===== config.mk =====
export PLATFORM = sky130hd
export DESIGN_NAME = verlet_body_integrator_unit
export DESIGN_NICKNAME = d
export VERILOG_FILES = /design/src/rtl/vbi_pkg.sv /design/src/rtl/verlet_body_integrator_unit.sv /design/src/rtl/vbi_alu.sv
export SDC_FILE = /design/constraint.sdc
export NUM_CORES = 2
export LEC_CHECK = 0
export BUFFER_PORTS_ARGS = -buffer_cell sky130_fd_sc_hd__buf_2
export CAP_MARGIN = 20
export CORE_ASPECT_RATIO = 0.5
export CORE_MARGIN = 4
export CORE_UTILIZATION = 25
export CTS_CLUSTER_SIZE = 16
export DETAILED_ROUTE_END_ITERATION = 7
export MAX_ROUTING_LAYER = met4
export PLACE_DENSITY = 0.45
export SETUP_SLACK_MARGIN = 0.02
export SYNTH_ARGS = -nofsm -noshare
export SYNTH_HDL_FRONTEND = slang
export SYNTH_SLANG_ARGS = --single-unit

===== constraint.sdc =====
create_clock -name clk_i -period 21.9 [get_ports clk_i]
set_input_delay 2.19 -clock clk_i [delete_from_list [all_inputs] [get_ports clk_i]]
set_output_delay 2.19 -clock clk_i [all_outputs]
set_load 0.05 [all_outputs]

===== src/rtl/vbi_pkg.sv =====
package vbi_pkg;

  localparam int FRAC_BITS_DEF = 16;
  localparam int STEP_W        = 5;

  // Request codes.
  localparam logic [2:0] REQ_FORCE = 3'd0;
  localparam logic [2:0] REQ_INTEG = 3'd1;
  localparam logic [2:0] REQ_CENTR = 3'd2;
  localparam logic [2:0] REQ_SETV  = 3'd3;
  localparam logic [2:0] REQ_SETW  = 3'd4;

  // Configuration register indexes.
  localparam logic [1:0] CFG_IMASS = 2'd0;
  localparam logic [1:0] CFG_IINRT = 2'd1;
  localparam logic [1:0] CFG_AFRIC = 2'd2;
  localparam logic [1:0] CFG_BTS   = 2'd3;

  typedef enum logic [1:0] {OP_ADD, OP_SUB, OP_MUL} op_e;

  typedef enum logic [1:0] {S_IDLE, S_ISSUE, S_WB, S_DONE} state_e;

  typedef enum logic [2:0] {
    PRG_FORCE, PRG_INTEG, PRG_CABS, PRG_CREL, PRG_SETV, PRG_SETW, PRG_NONE
  } prog_e;

  // Operand and destination selection.
  typedef enum logic [4:0] {
    R_ZERO, R_ONE, R_TA, R_TB, R_DT2, R_FA,
    R_POSX, R_POSY, R_PREVX, R_PREVY, R_ANG, R_ANGP,
    R_FRCX, R_FRCY, R_TRQ, R_VELX, R_VELY, R_AVEL,
    R_VECX, R_VECY, R_PTX, R_PTY, R_SPIN, R_ST, R_GTS, R_CORR,
    R_IMASS, R_IINRT, R_AFRIC, R_BTS
  } sel_e;

  typedef struct packed {
    op_e  op;
    sel_e a;
    sel_e b;
    sel_e dst;
    logic last;
  } uop_t;

  typedef struct packed {
    logic go;
    op_e  op;
  } alu_req_t;

  function automatic uop_t mk(op_e op, sel_e a, sel_e b, sel_e dst, logic last);
    uop_t u;
    u.op   = op;
    u.a    = a;
    u.b    = b;
    u.dst  = dst;
    u.last = last;
    return u;
  endfunction

  // Micro-programs, one per request kind.
  function automatic uop_t ucode(prog_e prog, logic [STEP_W-1:0] step);
    uop_t u;
    u = mk(OP_ADD, R_ZERO, R_ZERO, R_ZERO, 1'b1);
    case (prog)
      PRG_FORCE: begin
        case (step)
          5'd0: u = mk(OP_SUB, R_PTX,  R_POSX, R_TA,   1'b0);
          5'd1: u = mk(OP_SUB, R_PTY,  R_POSY, R_TB,   1'b0);
          5'd2: u = mk(OP_ADD, R_FRCX, R_VECX, R_FRCX, 1'b0);
          5'd3: u = mk(OP_ADD, R_FRCY, R_VECY, R_FRCY, 1'b0);
          5'd4: u = mk(OP_MUL, R_TA,   R_VECY, R_TA,   1'b0);
          5'd5: u = mk(OP_MUL, R_TB,   R_VECX, R_TB,   1'b0);
          5'd6: u = mk(OP_SUB, R_TA,   R_TB,   R_TA,   1'b0);
          default: u = mk(OP_ADD, R_TRQ, R_TA, R_TRQ, 1'b1);
        endcase
      end
      PRG_INTEG: begin
        case (step)
          5'd0:  u = mk(OP_MUL, R_ST,    R_GTS,   R_TA,    1'b0);
          5'd1:  u = mk(OP_MUL, R_TA,    R_BTS,   R_TA,    1'b0);
          5'd2:  u = mk(OP_MUL, R_TA,    R_TA,    R_DT2,   1'b0);
          5'd3:  u = mk(OP_MUL, R_AFRIC, R_GTS,   R_TA,    1'b0);
          5'd4:  u = mk(OP_MUL, R_TA,    R_BTS,   R_TA,    1'b0);
          5'd5:  u = mk(OP_SUB, R_ONE,   R_TA,    R_FA,    1'b0);
          5'd6:  u = mk(OP_SUB, R_POSX,  R_PREVX, R_TA,    1'b0);
          5'd7:  u = mk(OP_MUL, R_TA,    R_FA,    R_TA,    1'b0);
          5'd8:  u = mk(OP_MUL, R_TA,    R_CORR,  R_TA,    1'b0);
          5'd9:  u = mk(OP_MUL, R_FRCX,  R_IMASS, R_TB,    1'b0);
          5'd10: u = mk(OP_MUL, R_TB,    R_DT2,   R_TB,    1'b0);
          5'd11: u = mk(OP_ADD, R_TA,    R_TB,    R_VELX,  1'b0);
          5'd12: u = mk(OP_ADD, R_POSX,  R_ZERO,  R_PREVX, 1'b0);
          5'd13: u = mk(OP_ADD, R_POSX,  R_VELX,  R_POSX,  1'b0);
          5'd14: u = mk(OP_SUB, R_POSY,  R_PREVY, R_TA,    1'b0);
          5'd15: u = mk(OP_MUL, R_TA,    R_FA,    R_TA,    1'b0);
          5'd16: u = mk(OP_MUL, R_TA,    R_CORR,  R_TA,    1'b0);
          5'd17: u = mk(OP_MUL, R_FRCY,  R_IMASS, R_TB,    1'b0);
          5'd18: u = mk(OP_MUL, R_TB,    R_DT2,   R_TB,    1'b0);
          5'd19: u = mk(OP_ADD, R_TA,    R_TB,    R_VELY,  1'b0);
          5'd20: u = mk(OP_ADD, R_POSY,  R_ZERO,  R_PREVY, 1'b0);
          5'd21: u = mk(OP_ADD, R_POSY,  R_VELY,  R_POSY,  1'b0);
          5'd22: u = mk(OP_SUB, R_ANG,   R_ANGP,  R_TA,    1'b0);
          5'd23: u = mk(OP_MUL, R_TA,    R_FA,    R_TA,    1'b0);
          5'd24: u = mk(OP_MUL, R_TA,    R_CORR,  R_TA,    1'b0);
          5'd25: u = mk(OP_MUL, R_TRQ,   R_IINRT, R_TB,    1'b0);
          5'd26: u = mk(OP_MUL, R_TB,    R_DT2,   R_TB,    1'b0);
          5'd27: u = mk(OP_ADD, R_TA,    R_TB,    R_AVEL,  1'b0);
          5'd28: u = mk(OP_ADD, R_ANG,   R_ZERO,  R_ANGP,  1'b0);
          default: u = mk(OP_ADD, R_ANG, R_AVEL,  R_ANG,   1'b1);
        endcase
      end
      PRG_CABS: begin
        case (step)
          5'd0: u = mk(OP_SUB, R_POSX, R_PREVX, R_TA,    1'b0);
          5'd1: u = mk(OP_SUB, R_VECX, R_TA,    R_PREVX, 1'b0);
          5'd2: u = mk(OP_ADD, R_VECX, R_ZERO,  R_POSX,  1'b0);
          5'd3: u = mk(OP_SUB, R_POSY, R_PREVY, R_TA,    1'b0);
          5'd4: u = mk(OP_SUB, R_VECY, R_TA,    R_PREVY, 1'b0);
          default: u = mk(OP_ADD, R_VECY, R_ZERO, R_POSY, 1'b1);
        endcase
      end
      PRG_CREL: begin
        case (step)
          5'd0: u = mk(OP_ADD, R_PREVX, R_VECX, R_PREVX, 1'b0);
          5'd1: u = mk(OP_ADD, R_POSX,  R_VECX, R_POSX,  1'b0);
          5'd2: u = mk(OP_ADD, R_PREVY, R_VECY, R_PREVY, 1'b0);
          default: u = mk(OP_ADD, R_POSY, R_VECY, R_POSY, 1'b1);
        endcase
      end
      PRG_SETV: begin
        case (step)
          5'd0: u = mk(OP_SUB, R_POSX, R_VECX, R_PREVX, 1'b0);
          5'd1: u = mk(OP_ADD, R_VECX, R_ZERO, R_VELX,  1'b0);
          5'd2: u = mk(OP_SUB, R_POSY, R_VECY, R_PREVY, 1'b0);
          default: u = mk(OP_ADD, R_VECY, R_ZERO, R_VELY, 1'b1);
        endcase
      end
      PRG_SETW: begin
        case (step)
          5'd0: u = mk(OP_SUB, R_ANG, R_SPIN, R_ANGP, 1'b0);
          default: u = mk(OP_ADD, R_SPIN, R_ZERO, R_AVEL, 1'b1);
        endcase
      end
      default: u = mk(OP_ADD, R_ZERO, R_ZERO, R_ZERO, 1'b1);
    endcase
    return u;
  endfunction

endpackage


===== src/rtl/verlet_body_integrator_unit.sv =====
// Each request runs a micro-program of N micro-operations on the shared unit,
// each one issued and then written back in turn: N is 8 for apply force, 30 for
// integrate, 6 or 4 for set centre, 4 for set velocity, 2 for set angular velocity
// and none for an unknown request. No new item is taken until the result of the
// last one has been handed over to the output register.
// Reset (asynchronous, active low) zeroes the body state and loads defaults.
module verlet_body_integrator_unit #(
  parameter int FRACTION_BITS = vbi_pkg::FRAC_BITS_DEF
) (
  input  logic               clk_i,
  input  logic               rst_ni,
  // Input channel.
  input  logic               in_valid_i,
  output logic               in_stall_o,
  input  logic [2:0]         req_type_i,
  input  logic               relative_i,
  input  logic signed [31:0] vec_x_i,
  input  logic signed [31:0] vec_y_i,
  input  logic signed [31:0] point_x_i,
  input  logic signed [31:0] point_y_i,
  input  logic signed [31:0] spin_rate_i,
  input  logic [30:0]        step_time_i,
  input  logic [30:0]        global_time_scale_i,
  input  logic [30:0]        correction_i,
  // Result channel.
  output logic               out_valid_o,
  input  logic               out_stall_i,
  output logic signed [31:0] pos_x_o,
  output logic signed [31:0] pos_y_o,
  output logic signed [31:0] heading_o,
  output logic signed [31:0] vel_x_o,
  output logic signed [31:0] vel_y_o,
  output logic signed [31:0] ang_vel_o,
  output logic [30:0]        ang_speed_o,
  output logic               saturated_o,
  // Configuration writes.
  input  logic               cfg_we_i,
  input  logic [1:0]         cfg_idx_i,
  input  logic [30:0]        cfg_data_i
);
  import vbi_pkg::*;

  // Unity and the default friction (about 0.001) in the chosen fixed-point format.
  localparam logic signed [31:0] ONE = 32'sd1 <<< FRACTION_BITS;
  localparam int AFRIC_RST_INT = (66 << FRACTION_BITS) >> 16;
  localparam logic [16:0] AFRIC_RST = 17'(AFRIC_RST_INT);
  localparam logic [30:0] BTS_RST = 31'(1) << FRACTION_BITS;

  // Configuration registers.
  logic [30:0] imass_q, iinrt_q, bts_q;
  logic [16:0] afric_q;

  always_ff @(posedge clk_i or negedge rst_ni) begin
    if (!rst_ni) begin
      imass_q <= '0;
      iinrt_q <= '0;
      afric_q <= AFRIC_RST;
      bts_q   <= BTS_RST;
    end else if (cfg_we_i) begin
      case (cfg_idx_i)
        CFG_IMASS: imass_q <= cfg_data_i;
        CFG_IINRT: iinrt_q <= cfg_data_i;
        CFG_AFRIC: afric_q <= cfg_data_i[16:0];
        CFG_BTS:   bts_q   <= cfg_data_i;
        default:   imass_q <= imass_q;
      endcase
    end
  end

  // Sequencer state.
  state_e            state_q, state_d;
  prog_e             prog_q, prog_sel;
  logic [STEP_W-1:0] step_q, step_d;
  logic              sat_q;
  uop_t              uop;
  logic              in_xfer, out_xfer, out_load;

  assign in_stall_o = (state_q != S_IDLE);
  assign in_xfer    = in_valid_i && !in_stall_o;
  assign out_xfer   = out_valid_o && !out_stall_i;
  assign uop        = ucode(prog_q, step_q);

  // Request decode into a micro-program.
  always_comb begin
    case (req_type_i)
      REQ_FORCE: prog_sel = PRG_FORCE;
      REQ_INTEG: prog_sel = PRG_INTEG;
      REQ_CENTR: prog_sel = relative_i ? PRG_CREL : PRG_CABS;
      REQ_SETV:  prog_sel = PRG_SETV;
      REQ_SETW:  prog_sel = PRG_SETW;
      default:   prog_sel = PRG_NONE;
    endcase
  end

  // The input payload is held for the whole item.
  logic signed [31:0] vecx_q, vecy_q, ptx_q, pty_q, spin_q;
  logic [30:0]        st_q, gts_q, corr_q;

  always_ff @(posedge clk_i) begin
    if (in_xfer) begin
      vecx_q <= vec_x_i;
      vecy_q <= vec_y_i;
      ptx_q  <= point_x_i;
      pty_q  <= point_y_i;
      spin_q <= spin_rate_i;
      st_q   <= step_time_i;
      gts_q  <= global_time_scale_i;
      corr_q <= correction_i;
    end
  end

  // Body state and scratch values.
  logic signed [31:0] posx_q, posy_q, prevx_q, prevy_q, ang_q, angp_q;
  logic signed [31:0] frcx_q, frcy_q, trq_q, velx_q, vely_q, avel_q;
  logic signed [31:0] ta_q, tb_q, dt2_q, fa_q;

  // Operand selection for the shared unit.
  function automatic logic signed [31:0] pick(sel_e s);
    logic signed [31:0] v;
    case (s)
      R_ONE:   v = ONE;
      R_TA:    v = ta_q;
      R_TB:    v = tb_q;
      R_DT2:   v = dt2_q;
      R_FA:    v = fa_q;
      R_POSX:  v = posx_q;
      R_POSY:  v = posy_q;
      R_PREVX: v = prevx_q;
      R_PREVY: v = prevy_q;
      R_ANG:   v = ang_q;
      R_ANGP:  v = angp_q;
      R_FRCX:  v = frcx_q;
      R_FRCY:  v = frcy_q;
      R_TRQ:   v = trq_q;
      R_VELX:  v = velx_q;
      R_VELY:  v = vely_q;
      R_AVEL:  v = avel_q;
      R_VECX:  v = vecx_q;
      R_VECY:  v = vecy_q;
      R_PTX:   v = ptx_q;
      R_PTY:   v = pty_q;
      R_SPIN:  v = spin_q;
      R_ST:    v = {1'b0, st_q};
      R_GTS:   v = {1'b0, gts_q};
      R_CORR:  v = {1'b0, corr_q};
      R_IMASS: v = {1'b0, imass_q};
      R_IINRT: v = {1'b0, iinrt_q};
      R_AFRIC: v = {15'd0, afric_q};
      R_BTS:   v = {1'b0, bts_q};
      default: v = '0;
    endcase
    return v;
  endfunction

  alu_req_t           alu_req;
  logic signed [31:0] alu_res;
  logic               alu_sat;

  assign alu_req.go = (state_q == S_ISSUE);
  assign alu_req.op = uop.op;

  vbi_alu #(
    .FRACTION_BITS(FRACTION_BITS)
  ) u_alu (
    .clk_i (clk_i),
    .req_i (alu_req),
    .a_i   (pick(uop.a)),
    .b_i   (pick(uop.b)),
    .res_o (alu_res),
    .sat_o (alu_sat)
  );

  // Next state: issue a micro-operation, write it back, repeat until the
  // last one, then hand the state over to the output register.
  always_comb begin
    state_d  = state_q;
    step_d   = step_q;
    out_load = 1'b0;
    case (state_q)
      S_IDLE: begin
        if (in_xfer) begin
          step_d  = '0;
          state_d = (prog_sel == PRG_NONE) ? S_DONE : S_ISSUE;
        end
      end
      S_ISSUE: state_d = S_WB;
      S_WB: begin
        if (uop.last) begin
          state_d = S_DONE;
        end else begin
          step_d  = step_q + 1'b1;
          state_d = S_ISSUE;
        end
      end
      S_DONE: begin
        if (!out_valid_o || !out_stall_i) begin
          out_load = 1'b1;
          state_d  = S_IDLE;
        end
      end
      default: state_d = S_IDLE;
    endcase
  end

  always_ff @(posedge clk_i or negedge rst_ni) begin
    if (!rst_ni) begin
      state_q <= S_IDLE;
      step_q  <= '0;
      prog_q  <= PRG_NONE;
      sat_q   <= 1'b0;
    end else begin
      state_q <= state_d;
      step_q  <= step_d;
      if (in_xfer) begin
        prog_q <= prog_sel;
        sat_q  <= 1'b0;
      end else if (state_q == S_WB && alu_sat) begin
        sat_q <= 1'b1;
      end
    end
  end

  // Write-back of the unit's result.
  logic wb;
  assign wb = (state_q == S_WB);

  always_ff @(posedge clk_i or negedge rst_ni) begin
    if (!rst_ni) begin
      posx_q  <= '0;
      posy_q  <= '0;
      prevx_q <= '0;
      prevy_q <= '0;
      ang_q   <= '0;
      angp_q  <= '0;
      frcx_q  <= '0;
      frcy_q  <= '0;
      trq_q   <= '0;
      velx_q  <= '0;
      vely_q  <= '0;
      avel_q  <= '0;
    end else if (wb) begin
      case (uop.dst)
        R_POSX:  posx_q  <= alu_res;
        R_POSY:  posy_q  <= alu_res;
        R_PREVX: prevx_q <= alu_res;
        R_PREVY: prevy_q <= alu_res;
        R_ANG:   ang_q   <= alu_res;
        R_ANGP:  angp_q  <= alu_res;
        R_FRCX:  frcx_q  <= alu_res;
        R_FRCY:  frcy_q  <= alu_res;
        R_TRQ:   trq_q   <= alu_res;
        R_VELX:  velx_q  <= alu_res;
        R_VELY:  vely_q  <= alu_res;
        R_AVEL:  avel_q  <= alu_res;
        default: posx_q  <= posx_q;
      endcase
    end
  end

  // Scratch values need no reset: every program writes them before reading.
  always_ff @(posedge clk_i) begin
    if (wb) begin
      case (uop.dst)
        R_TA:    ta_q  <= alu_res;
        R_TB:    tb_q  <= alu_res;
        R_DT2:   dt2_q <= alu_res;
        R_FA:    fa_q  <= alu_res;
        default: ta_q  <= ta_q;
      endcase
    end
  end

  // Absolute angular velocity; only the most negative value clips.
  logic        avel_min;
  logic [31:0] avel_neg;
  logic [30:0] speed;

  assign avel_min = (avel_q == 32'sh8000_0000);
  assign avel_neg = 32'(-avel_q);
  assign speed    = avel_min ? 31'h7FFF_FFFF :
                    (avel_q[31] ? avel_neg[30:0] : avel_q[30:0]);

  // Output register: it parts the result side from the sequencer, so a new
  // item can be taken while a result still waits for its transfer.
  logic out_valid_q;

  always_ff @(posedge clk_i or negedge rst_ni) begin
    if (!rst_ni) begin
      out_valid_q <= 1'b0;
    end else if (out_load) begin
      out_valid_q <= 1'b1;
    end else if (out_xfer) begin
      out_valid_q <= 1'b0;
    end
  end

  always_ff @(posedge clk_i) begin
    if (out_load) begin
      pos_x_o     <= posx_q;
      pos_y_o     <= posy_q;
      heading_o   <= ang_q;
      vel_x_o     <= velx_q;
      vel_y_o     <= vely_q;
      ang_vel_o   <= avel_q;
      ang_speed_o <= speed;
      saturated_o <= sat_q | avel_min;
    end
  end

  assign out_valid_o = out_valid_q;

  // The step counter never runs past the longest program.
  a_step_bound: assert property (@(posedge clk_i) disable iff (!rst_ni)
    (state_q == S_ISSUE) |-> (step_q < STEP_W'(30)))
    else $error("step counter beyond the longest micro-program");

  // The last write-back always leads to the hand-over state.
  a_last_done: assert property (@(posedge clk_i) disable iff (!rst_ni)
    (state_q == S_WB && uop.last) |=> (state_q == S_DONE))
    else $error("last micro-operation did not finish the item");

  // A new result appears only from the hand-over state.
  a_out_src: assert property (@(posedge clk_i) disable iff (!rst_ni)
    $rose(out_valid_o) |-> ($past(state_q) == S_DONE))
    else $error("result raised outside the hand-over state");

  // The clip flag starts clear for every item.
  a_sat_clear: assert property (@(posedge clk_i) disable iff (!rst_ni)
    in_xfer |=> !sat_q)
    else $error("clip flag not cleared at the start of an item");

endmodule


===== src/rtl/vbi_alu.sv =====
module vbi_alu #(
  parameter int FRACTION_BITS = vbi_pkg::FRAC_BITS_DEF
) (
  input  logic               clk_i,
  input  vbi_pkg::alu_req_t  req_i,
  input  logic signed [31:0] a_i,
  input  logic signed [31:0] b_i,
  output logic signed [31:0] res_o,
  output logic               sat_o
);
  import vbi_pkg::*;

  // First stage: exact product, sum or difference. Second stage: scale and clip.
  logic signed [63:0] acc_q;
  logic               mul_q;
  logic signed [63:0] scaled;

  always_ff @(posedge clk_i) begin
    if (req_i.go) begin
      mul_q <= (req_i.op == OP_MUL);
      case (req_i.op)
        OP_MUL:  acc_q <= 64'(a_i) * 64'(b_i);
        OP_SUB:  acc_q <= 64'(a_i) - 64'(b_i);
        default: acc_q <= 64'(a_i) + 64'(b_i);
      endcase
    end
  end

  assign scaled = mul_q ? (acc_q >>> FRACTION_BITS) : acc_q;

  always_comb begin
    sat_o = (scaled[63:31] != {33{1'b0}}) && (scaled[63:31] != {33{1'b1}});
    if (sat_o) begin
      res_o = scaled[63] ? 32'sh8000_0000 : 32'sh7FFF_FFFF;
    end else begin
      res_o = scaled[31:0];
    end
  end

endmodule

---- After elaboration in Yosys (flattened, before gate mapping) ----
Memory sizes are Yosys's and may differ from the RTL's.
Cells that the tools add are included.
word-level totals
  flip-flop bits (word level) ............. 1176
  memory bits (read-only) ................. 576
  output and inout port bits .............. 226
  memories kept ........................... 1
memory list
  memory            words  bits a word  rd ports  clocked after memory_dff  wr ports  line           text
  (name not given)  32     18           1         0                         0         vbi_pkg.sv:77  case (step)
cells by class
  add/subtract/negate cells ............... 4
  multiply operators ...................... 1
  eq/ne operators ......................... 103
  muxes and demuxes ....................... 29
  bitwise gates (word level) .............. 1
  reductions and logical operators ........ 40
operator list
  kind                                                              count
  32-bit one-hot mux with 29 select lines                           2
  5-bit == test (second input constant)                             30
  64-bit one-hot mux with 2 select lines                            1
  18-bit one-hot mux with 7 select lines                            1
  5-bit by 4-bit == test with 1-bit output (second input constant)  24
  18-bit one-hot mux with 6 select lines                            1
  17-bit one-hot mux with 5 select lines                            1
  5-bit by 3-bit == test with 1-bit output (second input constant)  15
  32-bit by 32-bit multiplier with 64-bit output                    1
  32-bit two-way mux                                                2
  63-bit two-way mux                                                1
  17-bit one-hot mux with 3 select lines                            1
  15-bit one-hot mux with 3 select lines                            1
  2-bit AND reduction                                               21
  5-bit by 2-bit == test with 1-bit output (second input constant)  8
  32-bit by 32-bit adder with 33-bit output                         1
  33-bit != test (second input constant)                            1
  33-bit nonzero test                                               1
  32-bit by 32-bit subtractor with 33-bit output                    1
  32-bit == test (second input constant)                            1
  31-bit two-way mux                                                1
  31-bit negator                                                    1
  17-bit two-way mux                                                1
  5-bit by 1-bit == test with 1-bit output (second input constant)  3
  22 further kinds                                                  57

---- Longest topological paths before layout ----
  depth after elaboration ................. 7
  gate-level depth with buffers ........... 48
  gate-level depth less buffers ........... 41

---- Cells and area by module ----
From an unflattened synthesis, not the netlist that was laid out.
unflattened totals
  cell total of the unflattened synthesis .. 8653
  area, all modules ....................... 93606.0 sq um
by module, submodules not included
  module                       times used  cells an instance  area each (sq um)
  verlet_body_integrator_unit  1           3994               50811.2
  vbi_alu                      1           4659               42794.8

---- Worst setup path before layout ----
No wires, ideal clock.
  kind .................................... input to register
  from .................................... in in_valid_i
  to ...................................... reg prog_q[0]
  setup time .............................. 608 ps
  data arrival time ....................... 13357 ps
  data required time ...................... 21292 ps
  path slack .............................. 7935 ps
  stages .................................. 3
  path buffers ............................ 0
  cells stage by stage .................... nand2b_1 -> nor2_1 -> o21ai_0
on the way
  longest elaborated chain between the ends .. 1
RTL lines
  what                  line                                text
  from (decl)           verlet_body_integrator_unit.sv:13   input logic in_valid_i,
  1-bit logical AND     verlet_body_integrator_unit.sv:79   assign in_xfer = in_valid_i && !in_stall_o;
  net in_xfer           verlet_body_integrator_unit.sv:76   logic in_xfer, out_xfer, out_load;
  to (signal assigned)  verlet_body_integrator_unit.sv:215  prog_q <= prog_sel;
  to (decl)             verlet_body_integrator_unit.sv:72   prog_e prog_q, prog_sel;
The timed path passes the listed nets, and every way through them passes these cells.
A chain may end at the register's enable or synchronous reset.

---- Final worst setup path ----
  from .................................... reg prog_q[0]
  to ...................................... reg u_alu.acc_q[57] (data pin)
on the way
  longest elaborated chain between the ends .. 6
  elaborated cells between the ends (all ways) .. 73
  classes of those cells .................. add/sub (2); mul (1); eq/ne (65); mux (4); reduce/logical (1)
RTL lines
  what                                                                    line                                text
  3-bit == test (tied with other cells)                                   vbi_pkg.sv:63                       case (prog)
  18-bit one-hot mux with 6 select lines (*)                              vbi_pkg.sv:63
  5-bit == test (tied with other cells)                                   verlet_body_integrator_unit.sv:120  case (s)
  32-bit one-hot mux with 29 select lines                                 verlet_body_integrator_unit.sv:120
  32-bit by 32-bit multiplier with 64-bit output (tied with other cells)  vbi_alu.sv:22                       OP_MUL: acc_q <= 64'(a_i) * 64'(b_i);
  64-bit one-hot mux with 2 select lines (*)                              vbi_alu.sv:21                       case (req_i.op)
  to (signal assigned)                                                    vbi_alu.sv:22
  to (signal assigned)                                                    vbi_alu.sv:23                       OP_SUB: acc_q <= 64'(a_i) - 64'(b_i);
  to (signal assigned)                                                    vbi_alu.sv:24                       default: acc_q <= 64'(a_i) + 64'(b_i);
  to (decl)                                                               vbi_alu.sv:14                       logic signed [63:0] acc_q;
Mark *: on every way between the ends. The rest lies on a longest branch, timed or not.

==> qor.csv <==
metric,value,unit
outcome,"complete, no violations",
register bit count reported by yosys,1176,
Filler Cells Inserted,38500,
largest incremental delay on the critical path,0.98,ns
global-route usage over all layers,27.1,%
vias per cell,5.47,
number of buffers created by CTS,138,
area delta synth->final,15.3,%
I/O pin cnt,521,
synthesized area per cell,10.8,sq um
Chip Width,866,um
HPWL Detailed,378000,um
fraction of layout instances using a drive strength above 1,19.4,%
terminus of the critical flop-to-flop path,u_alu.acc_q[57],
most used standard cell by instance count after synthesis,sky130_fd_sc_hd__inv_1,
worst setup slack for register-to-register paths,6.00,ns
setup TNS after final layout,0,ns
final routed wire length divided by cell count,36.6,um
most used standard cells in the synthesized netlist,"1166 x sky130_fd_sc_hd__inv_1, 1085 x sky130_fd_sc_hd__fa_1, 815 x sky130_fd_sc_hd__nand2_1, 702 x sky130_fd_sc_hd__nor2_1, 670 x sky130_fd_sc_hd__edfxtp_1",
count of antenna-violating nets left after detailed routing,0,
final worst path period need,15.90,ns
die boundary height,437,um
die area,378000,sq um
total of buffers placed on input and output ports,520,
DRT Pass-1 Iters,7,
crit start category,flip-flop,
Std-Cell Core Area,366000,sq um
root cell of the clock tree,sky130_fd_sc_hd__clkbuf_16,
data arrival at the endpoint of the critical path,16.52,ns
"Slowest-stage cell, CP",sky130_fd_sc_hd__dfrtp_1,
proportion of netlist area held by the largest area contributor,23.6,%
post-synthesis async set-or-reset flop share,43.0,%
Post-synth EDFFs,670,
remaining design rule violation count,0,
worst reg-to-reg path cell count,36,
worst hold path stage count,2,
Final Max Slew Viols,0,
Num Clock Sinks,1176,
Hold Fails Final Rpt,0,
Layout Skew,0.106,ns
maxcap violations,0,
Hold Buf Count CTS,0,
final setup fails,0,
vias in the first global route,76700,
register containing the most flip-flops in the final layout,u_alu.acc_q,
Syn Std Cell Area,92000,sq um
initial cell density of the core,25.1,%
hold path startpoint,sat_q,
start of the worst register-to-register path,prog_q[0],
H-tree level count,4,
type of the most critical hold path,flip-flop to flip-flop,
sequential-to-total area share from yosys stat,35.7,%
"most used cell, CP",sky130_fd_sc_hd__fa_1,
clock latency of the later-clocked register in the worst-skew pair,0.87,ns
maximum clock frequency,62.9,MHz
Required @ worst endpoint,22.52,ns
largest area contributor in the synthesized netlist,sky130_fd_sc_hd__fa_1,
first-iteration detailed-routing DRC count,10400,
synth unique cells,104,
worst rel slew slack,14.9,%
worst slew pin tran,1.28,ns
final net count,10600,
total global routing overflow,0,
"Endpoint, Worst Hold",sat_q,
global-route wire length before repair,686000,um
TritonCTS clock tree,yes,
most common flop cell mapped by yosys,sky130_fd_sc_hd__edfxtp_1,
Yosys warnings,0,
synthesized instance count,8495,
total wire length after detailed routing,512000,um
buffer depth of the longest clock path,4,
clock-pin slew on the worst setup and hold paths,0.07,ns
placer congestion estimate,0.996,
Worst Setup End Kind,flip-flop,
cells taking the most area after synthesis,"sky130_fd_sc_hd__fa_1 24%, sky130_fd_sc_hd__edfxtp_1 22%, sky130_fd_sc_hd__dfrtp_1 14%",
post-synth net total,10100,
crit path kind,flip-flop to flip-flop,
maximum number of pins on one net before global-route repair,80,
Resized Gates After CTS,0,
flip-flop count of the largest register after layout,64,
Via Count,76700,
unrepaired setup endpoints after global routing,no,
buffers inserted during post-CTS setup optimization,0,
number of standard-cell rows in the floorplan,157,
"Period Utilization, post-route",72.6,%
worst-path fanout max,28,
number of antenna violations at the first check in global routing,51,
[cell type report]
type / count / area [sq um] / share of cell area, %
diodes: 34 / 85.1 / 0.0803
clock buffers: 185 / 3840 / 3.62
clock inverters: 55 / 507 / 0.478
inverters: 1195 / 4490 / 4.23
multi-input cells: 5593 / 53000 / 50.0
flip-flops and latches: 1176 / 32800 / 30.9
well taps: 4929 / 6170 / 5.82
repair buffers: 849 / 5150 / 4.86
[cell families (layout without fill, tap and decap cells)]
| kind of cell | Yosys count | after routing | share of synthesized area [%] |
|---|---|---|---|
| compound gates | 1411 | 1411 | 11.0 |
| other cells | 0 | 34 | 0 |
| fa+ha+maj | 1346 | 1346 | 27.2 |
| simple gates | 2146 | 2146 | 10.6 |
| mux | 582 | 582 | 7.05 |
| xor+xnor | 108 | 108 | 1.03 |
| buf+inv | 1726 | 2284 | 7.47 |
| flops | 1176 | 1176 | 35.7 |
[how the worst max path moves through the flow]
stage,from,end,slack (ns)
floorplan,in_valid_i,prog_q[0],7.93
global placement,step_q[0],u_alu.acc_q[62],6.47
detailed placement,step_q[0],u_alu.acc_q[57],6.38
CTS,step_q[0],u_alu.acc_q[57],6.29
global route,prog_q[0],u_alu.acc_q[57],5.35
finish,prog_q[0],u_alu.acc_q[57],6.00
[per-stage QoR]
step                setup WS (ns)  cells  utilization (%)  hold WS (ns)  cell area (sq um)
floorplan                    7.93   8495                -         0.423              92000
global placement             6.47  13700             27.7         0.462             101000
detailed placement           6.38  13700             27.7         0.466             101000
CTS                          6.29  14000             28.9         0.481             106000
global route                 5.35  14000             28.9         0.495             106000
finish                       6.00  14000             28.9         0.484             106000
[critical path: cells and delay by family, from the launching register on]
kind	cells	cell delay (ns)
AO/OA/AOI/OAI	9	2.65
adder cells (fa/ha/maj)	9	4.88
buffers and inverters	8	3.30
flip-flops	1	0.98
AND/OR/NAND/NOR	10	3.77
[per-layer routing]
metal | global-route usage [%] | routed length, um
met1 | 34.4 | 209000
met2 | 40.5 | 226000
met3 | 6.12 | 45200
met4 | 13.6 | 32600
met5 | - | 0
[layout by cell type (no fill, tap or decap), types with 25 or more instances in the layout]
cell and n:
sky130_fd_sc_hd__a21o_1 57, sky130_fd_sc_hd__a21oi_1 214, sky130_fd_sc_hd__a221oi_1 95, sky130_fd_sc_hd__a222oi_1 58
sky130_fd_sc_hd__a22o_1 103, sky130_fd_sc_hd__a22oi_1 341, sky130_fd_sc_hd__and2_1 41, sky130_fd_sc_hd__and3_1 50
sky130_fd_sc_hd__and4_1 33, sky130_fd_sc_hd__buf_2 519, sky130_fd_sc_hd__buf_4 324, sky130_fd_sc_hd__clkbuf_1 32
sky130_fd_sc_hd__clkbuf_16 144, sky130_fd_sc_hd__dfrtp_1 501, sky130_fd_sc_hd__diode_2 34, sky130_fd_sc_hd__edfxtp_1 670
sky130_fd_sc_hd__fa_1 1085, sky130_fd_sc_hd__ha_1 260, sky130_fd_sc_hd__inv_1 1166, sky130_fd_sc_hd__mux2_2 499
sky130_fd_sc_hd__mux2i_1 80, sky130_fd_sc_hd__nand2_1 811, sky130_fd_sc_hd__nand2b_1 49, sky130_fd_sc_hd__nand3_1 106
sky130_fd_sc_hd__nand4_1 83, sky130_fd_sc_hd__nor2_1 676, sky130_fd_sc_hd__nor2b_1 26, sky130_fd_sc_hd__nor3_1 59
sky130_fd_sc_hd__nor4_1 25, sky130_fd_sc_hd__o21ai_0 183, sky130_fd_sc_hd__o22ai_1 32, sky130_fd_sc_hd__o31ai_1 25
sky130_fd_sc_hd__xnor2_1 51, sky130_fd_sc_hd__xor2_1 57
Power is left out: the tool's default activity adds up to more than one toggle a clock period on the data nets, which glitch-free logic cannot reach.
